`src/hdl/spq_pkg.sv`:
```
// Shared types, constants and helpers of the sorted priority queue.
package spq_pkg;

   // Number of cells in the chain (2 to 256).
   localparam int QUEUE_DEPTH = 16;
   // Width of the entry counter; it can hold QUEUE_DEPTH itself.
   localparam int CNT_W = $clog2(QUEUE_DEPTH + 1);

   // Field widths fixed by the item formats.
   localparam int DATA_W   = 32;
   localparam int PRIO_W   = 8;
   localparam int COUNT5_W = 5;
   localparam int STATUS_W = 2;

   // Operation carried in tuser of the request channel.
   localparam logic MODE_PUSH = 1'b0;
   localparam logic MODE_POP  = 1'b1;

   // Result status codes.
   localparam logic [STATUS_W-1:0] ST_OK    = 2'd0;
   localparam logic [STATUS_W-1:0] ST_FULL  = 2'd1;
   localparam logic [STATUS_W-1:0] ST_EMPTY = 2'd2;

   // One queue entry as held in a cell.
   typedef struct packed {
      logic signed [DATA_W-1:0] data;
      logic [PRIO_W-1:0]        prio;
   } entry_type;

   // Command broadcast to every cell; push and pop are already qualified.
   typedef struct packed {
      logic                     push;
      logic                     pop;
      logic signed [DATA_W-1:0] data;
      logic [PRIO_W-1:0]        prio;
   } cmd_type;

   // Reported entry count: the occupancy masked to five bits.
   function automatic logic [COUNT5_W-1:0] count5(input logic [CNT_W-1:0] cnt);
      logic [CNT_W+COUNT5_W-1:0] wide;
      wide = {{COUNT5_W{1'b0}}, cnt};
      return wide[COUNT5_W-1:0];
   endfunction

endpackage

```
`src/hdl/spq_cell.sv`:
```
// One slot of the sorted chain: holds an entry and shifts it to a neighbor.
module spq_cell
   import spq_pkg::*;
(
   input  logic      clock,
   input  cmd_type   cmd,
   input  logic      occupied,
   input  entry_type left_entry,
   input  logic      left_stays,
   input  entry_type right_entry,
   output entry_type entry,
   output logic      stays
);

   entry_type entry_ff;
   entry_type entry_in;

   // The entry stays put on a push when it ranks at or above the new one.
   assign stays = occupied && (entry_ff.prio >= cmd.prio);
   assign entry = entry_ff;

   // Push inserts at the first cell that does not stay; cells behind it
   // take their left neighbor. Pop moves every entry one cell toward the head.
   always_comb begin
      entry_in = entry_ff;
      priority if (cmd.push) begin
         if (!stays) begin
            if (left_stays) begin
               entry_in.data = cmd.data;
               entry_in.prio = cmd.prio;
            end else begin
               entry_in = left_entry;
            end
         end
      end else if (cmd.pop) begin
         entry_in = right_entry;
      end else begin
         entry_in = entry_ff;
      end
   end

   always_ff @(posedge clock) begin
      entry_ff <= entry_in;
   end

endmodule

```
`src/hdl/sorted_priority_queue.sv`:
```
// Top level of the sorted priority queue: cell chain, counter and result register.
//
// A bounded priority queue of QUEUE_DEPTH entries held in a chain of cells in
// descending priority order, the head in the first cell. A request (tuser 0
// push, 1 pop) is taken by the whole chain: every cell compares its priority with
// the pushed one in parallel and shifts toward the tail or the head at the
// same edge, so a new request can be accepted on every cycle, and its result
// appears in the output register on the next cycle. Throughput is one item
// per cycle; the only wait is back pressure on the result channel. A push to
// a full queue is dropped with status 1, a pop on an empty queue reports
// status 2; equal priorities leave in arrival order.
module sorted_priority_queue
   import spq_pkg::*;
(
   input  logic        clock,
   input  logic        reset,
   // Request channel.
   input  logic        req_tvalid,
   output logic        req_tready,
   input  logic [39:0] req_tdata,  // [31:0] item_data, [39:32] item_priority
   input  logic        req_tuser,  // [0] mode
   // Result channel.
   output logic        rsp_tvalid,
   input  logic        rsp_tready,
   output logic [71:0] rsp_tdata   // [31:0] popped_data, [63:32] head_data,
                                   // [64] not_empty, [69:65] entry_count,
                                   // [71:70] status
);

   logic [CNT_W-1:0] count_ff, count_in;
   logic             rsp_valid_ff, rsp_valid_in;
   logic signed [DATA_W-1:0] popped_ff, popped_in;
   logic signed [DATA_W-1:0] head_ff, head_in;
   logic [STATUS_W-1:0]      status_ff, status_in;

   logic      req_accept;
   logic      is_pop;
   logic      full;
   logic      empty;
   cmd_type   cmd;
   entry_type cell_entry [QUEUE_DEPTH];
   logic      cell_stays [QUEUE_DEPTH];

   // The request channel is ready whenever the result register is free or draining.
   assign req_tready = !rsp_valid_ff || rsp_tready;
   assign req_accept = req_tvalid && req_tready;

   assign is_pop = (req_tuser == MODE_POP);
   assign full   = (count_ff == CNT_W'(QUEUE_DEPTH));
   assign empty  = (count_ff == '0);

   // Command broadcast to the chain, qualified by the full and empty checks.
   always_comb begin
      cmd.push = req_accept && !is_pop && !full;
      cmd.pop  = req_accept && is_pop && !empty;
      cmd.data = req_tdata[31:0];
      cmd.prio = req_tdata[39:32];
   end

   // Chain of cells; the first cell sees a left neighbor that always stays.
   for (genvar i = 0; i < QUEUE_DEPTH; i++) begin : g_cell
      entry_type left_entry;
      entry_type right_entry;
      logic      left_stays;
      logic      occupied;

      assign occupied = (count_ff > CNT_W'(i));

      if (i == 0) begin : g_first
         assign left_entry = '0;
         assign left_stays = 1'b1;
      end else begin : g_inner
         assign left_entry = cell_entry[i-1];
         assign left_stays = cell_stays[i-1];
      end

      if (i == QUEUE_DEPTH - 1) begin : g_last
         assign right_entry = '0;
      end else begin : g_body
         assign right_entry = cell_entry[i+1];
      end

      spq_cell u_cell (
         .clock       (clock),
         .cmd         (cmd),
         .occupied    (occupied),
         .left_entry  (left_entry),
         .left_stays  (left_stays),
         .right_entry (right_entry),
         .entry       (cell_entry[i]),
         .stays       (cell_stays[i])
      );
   end

   // Occupancy counter.
   always_comb begin
      count_in = count_ff;
      priority if (cmd.push) begin
         count_in = count_ff + CNT_W'(1);
      end else if (cmd.pop) begin
         count_in = count_ff - CNT_W'(1);
      end else begin
         count_in = count_ff;
      end
   end

   // Result fields, worked out from the chain as it stands before the edge.
   always_comb begin
      popped_in = '0;
      status_in = ST_OK;
      head_in   = '0;
      if (is_pop) begin
         if (empty) begin
            status_in = ST_EMPTY;
         end else begin
            popped_in = cell_entry[0].data;
            if (count_ff > CNT_W'(1)) begin
               head_in = cell_entry[1].data;
            end
         end
      end else begin
         if (full) begin
            status_in = ST_FULL;
            head_in   = cell_entry[0].data;
         end else if (cell_stays[0]) begin
            head_in = cell_entry[0].data;
         end else begin
            head_in = cmd.data;
         end
      end
   end

   // Output register valid flag.
   always_comb begin
      rsp_valid_in = rsp_valid_ff;
      priority if (req_accept) begin
         rsp_valid_in = 1'b1;
      end else if (rsp_tready) begin
         rsp_valid_in = 1'b0;
      end else begin
         rsp_valid_in = rsp_valid_ff;
      end
   end

   always_ff @(posedge clock) begin
      if (reset) begin
         count_ff     <= '0;
         rsp_valid_ff <= 1'b0;
      end else begin
         count_ff     <= count_in;
         rsp_valid_ff <= rsp_valid_in;
      end
   end

   // Result payload; loaded with each request transfer.
   always_ff @(posedge clock) begin
      if (req_accept) begin
         popped_ff <= popped_in;
         head_ff   <= head_in;
         status_ff <= status_in;
      end
   end

   assign rsp_tvalid = rsp_valid_ff;
   assign rsp_tdata  = {status_ff, count5(count_ff), (count_ff != '0), head_ff, popped_ff};

   // The counter never passes the number of cells.
   a_count_bound: assert property (@(posedge clock) disable iff (reset)
      count_ff <= CNT_W'(QUEUE_DEPTH))
      else $error("entry count above queue depth");

   // A push that fits grows the queue by exactly one.
   a_push_grows: assert property (@(posedge clock) disable iff (reset)
      (req_accept && !is_pop && !full) |=> (count_ff == $past(count_ff) + CNT_W'(1)))
      else $error("push did not grow the queue");

   // A pop on a non-empty queue shrinks it by exactly one.
   a_pop_shrinks: assert property (@(posedge clock) disable iff (reset)
      (req_accept && is_pop && !empty) |=> (count_ff == $past(count_ff) - CNT_W'(1)))
      else $error("pop did not shrink the queue");

   // A dropped push is reported only when every cell is taken.
   a_full_status: assert property (@(posedge clock) disable iff (reset)
      (rsp_valid_ff && (status_ff == ST_FULL)) |-> full)
      else $error("full status on a queue that is not full");

   // An empty-pop status always comes with an empty queue and no popped data.
   a_empty_status: assert property (@(posedge clock) disable iff (reset)
      (rsp_valid_ff && (status_ff == ST_EMPTY)) |-> (empty && (popped_ff == '0)))
      else $error("empty status inconsistent with queue");

endmodule

```
`config.mk`:
```
export PLATFORM = sky130hd
export DESIGN_NAME = sorted_priority_queue
export DESIGN_NICKNAME = d
export VERILOG_FILES = /design/src/hdl/spq_pkg.sv /design/src/hdl/spq_cell.sv /design/src/hdl/sorted_priority_queue.sv
export SDC_FILE = /design/constraint.sdc
export NUM_CORES = 2
export LEC_CHECK = 0
export ABC_AREA = 1
export BUFFER_PORTS_ARGS = -buffer_cell sky130_fd_sc_hd__buf_2
export CORE_ASPECT_RATIO = 1.2
export CORE_MARGIN = 1
export CORE_UTILIZATION = 66
export DETAILED_ROUTE_END_ITERATION = 7
export PLACE_DENSITY = 0.88
export SYNTH_ARGS = -nofsm -noshare
export SYNTH_HDL_FRONTEND = slang
export SYNTH_HIERARCHICAL = 1
export SYNTH_SLANG_ARGS = --single-unit
```
`constraint.sdc`:
```
create_clock -name clock -period 10 [get_ports clock]
set_clock_uncertainty 0.05 [all_clocks]
set_input_delay 1 -clock clock [delete_from_list [all_inputs] [get_ports clock]]
set_output_delay 1 -clock clock [all_outputs]
set_load 0.005 [all_outputs]
```
==> flow_summary.ini <==
[synth]
syn_avg_cell_area_um2 = 8.81
synth_cells = 4523
syn_area_um2 = 39900
ys_warn_count = 6

[place]
hpwl_mm = 69.8
dp_cells = 5298
placed_cell_area_um2 = 40100
portBuffers = 118
gp_congestion = 0.878

[detailed_routing]
drtAntennaViolNets = 0
via_per_inst = 6.32
dr_total_vias = 34300
wire_per_inst_um = 20.0
wirelength_mm = 108
drc = 2
first_iter_violations = 4883
dr.pass1.iters = 8

[worst_setup_path]
rrSetupSlack_ns = 4.93
path_max_fanout = 106
crit_type = flip-flop to flip-flop
critPathLaunchType = flip-flop
r2r-start = count_ff[1]
critPathRequiredTime_ns = 10.28
critPathCaptureType = flip-flop
arrival_ns = 5.35
reg2reg_to = g_cell[9].u_cell/entry[22]
r2r_cells = 11

[die]
die_w_um = 226
dieArea_um2 = 61400
ios = 119
rows = 98
fp.dieH_um = 271
core_area_um2 = 59600
start_util_pct = 66.9

[global_routing]
grt_pass1_vias = 34100
use_met1_pct = 42.7
grt_start_max_net_pins = 230
grt_use_met2_pct = 61.3
grt-ovfl-total = 0
grt-busiest-layer = met2
track_usage_pct = 35.4
use_met3_pct = 4.36
grt_pass1_wl_mm = 173
grt_antenna_before_repair = 0

[pwr]
p_per_area_nw_per_um2 = 205
p_leak_nw = 17.4
ir_drop_uv = 185
power.total_mw = 8.67

[final_layout]
n_antenna_cell = 0
area_delta_synth_final_pct = 6.23
drive_gt1_share_pct = 6.88
layoutNonFillerInstCount = 5424
nets = 4751
multi_input_area_um2 = 15700
seqCellArea_um2 = 21300
final_cell_area_um2 = 42300
n_fill_cell = 4284

[outcome]
violations = DRC
status = complete, but fails checks

[worst_hold_path]
hold_path.class = flip-flop to flip-flop
min_to = g_cell[14].u_cell/entry[26]
whs_path_depth = 2
hp-start = g_cell[15].u_cell/entry[26]

[clocking]
cts_setup_buffers = 0
path_clk_slew_ns = 0.07
holdBufCountCts = 0
clock_sinks = 712
insertion_delay_ns = 0.64
clockBufferDepth = 3
htree_levels = 3
post_cts_resized = 0
cts_buffers = 72
cts_tree = built
clockRootBuffer = clkbuf_16

[sta]
max_freq_mhz = 197
setup_viol = 0
tightest_slew_ns = 1.34
period_share_pct = 50.7
period_minus_slack_ns = 5.07
rsz0062_at_grt = no
fin_setup_tns_ns = 0
drv_slew = 0
hold_ws_ns = 0.478
maxSlewHeadroom_pct = 10.5
hold_viol = 0

[run]
max-cap-violations = 0
## stage by stage
step	setup slack [ns]	utilization [%]
floorplan	3.34	-
global placement	4.79	67.3
detailed placement	4.62	67.3
CTS	5.15	71.0
global route	4.69	71.0
finish	4.93	71.0
## how the worst max path moves through the flow
| stage | slack [ns] | endpoint | depth (start not counted) | start |
|---|---|---|---|---|
| 3_5_place_dp | 4.62 | g_cell[9].u_cell/entry[21] | 10 | req_tuser |
| 4_1_cts | 5.15 | g_cell[9].u_cell/entry[22] | 11 | count_ff[1] |
| 6_report | 4.93 | g_cell[9].u_cell/entry[22] | 11 | count_ff[1] |
| 3_3_place_gp | 4.79 | g_cell[9].u_cell/entry[19] | 10 | req_tuser |
| 2_1_floorplan | 3.34 | g_cell[0].u_cell/entry[0] | 6 | req_tvalid |
| 5_1_grt | 4.69 | g_cell[9].u_cell/entry[19] | 11 | count_ff[1] |
## registers in the layout, indices dropped and copies added (netlist names)
signal	cells
popped_ff	32
head_ff	32
status_ff	2
g_cell.u_cell/entry	640
rsp_tvalid	1
count_ff	5
## placed cells by master (no fill, tap or decap), types with 14 or more instances in the layout
cell / n
edfxtp_1: 706
o21ai_1: 685
inv_2: 20
buf_4: 49
conb_1: 85
ha_1: 134
o21ai_0: 668
a21oi_1: 69
inv_1: 284
clkbuf_16: 73
a21o_1: 16
nand4_1: 17
nor2_2: 17
nand2_1: 858
nor2_1: 721
buf_2: 118
nand3_1: 25
clkbuf_1: 14
## routing by layer
metal  up-vias  wire, um
met5         -         0
met4         0      6190
met3       501      9800
met2      2322     55000
met1     16000     37300
li1      15500         -
## worst max-delay path, cell delays in order, from the launching register on
cell     delay, ns
dfxtp_1       0.57
inv_1         0.19
ha_1          0.27
nand2_1       0.10
nor2_1        0.11
nor2_4        0.15
buf_4         0.58
buf_4         0.86
inv_1         0.89
nand2_1       0.24
nand2_1       0.28
buf_4         0.37
## cell type report
cell class / count / area share (%)
Clock inverter: 38 / 0.751
Inverter: 304 / 2.70
Multi-Input combinational cell: 3314 / 37.1
Clock buffer: 88 / 4.47
Tap cell: 800 / 2.36
Timing Repair Buffer: 168 / 2.31
Sequential cell: 712 / 50.4
## where the power goes
group	total (mW)	switching [mW]	internal [mW]
combinational	1.82	1.31	0.510
clock	2.63	1.19	1.44
sequential	4.22	0.292	3.92
total	8.67	2.80	5.87
Note: power is estimated with default switching activity, not from simulation.
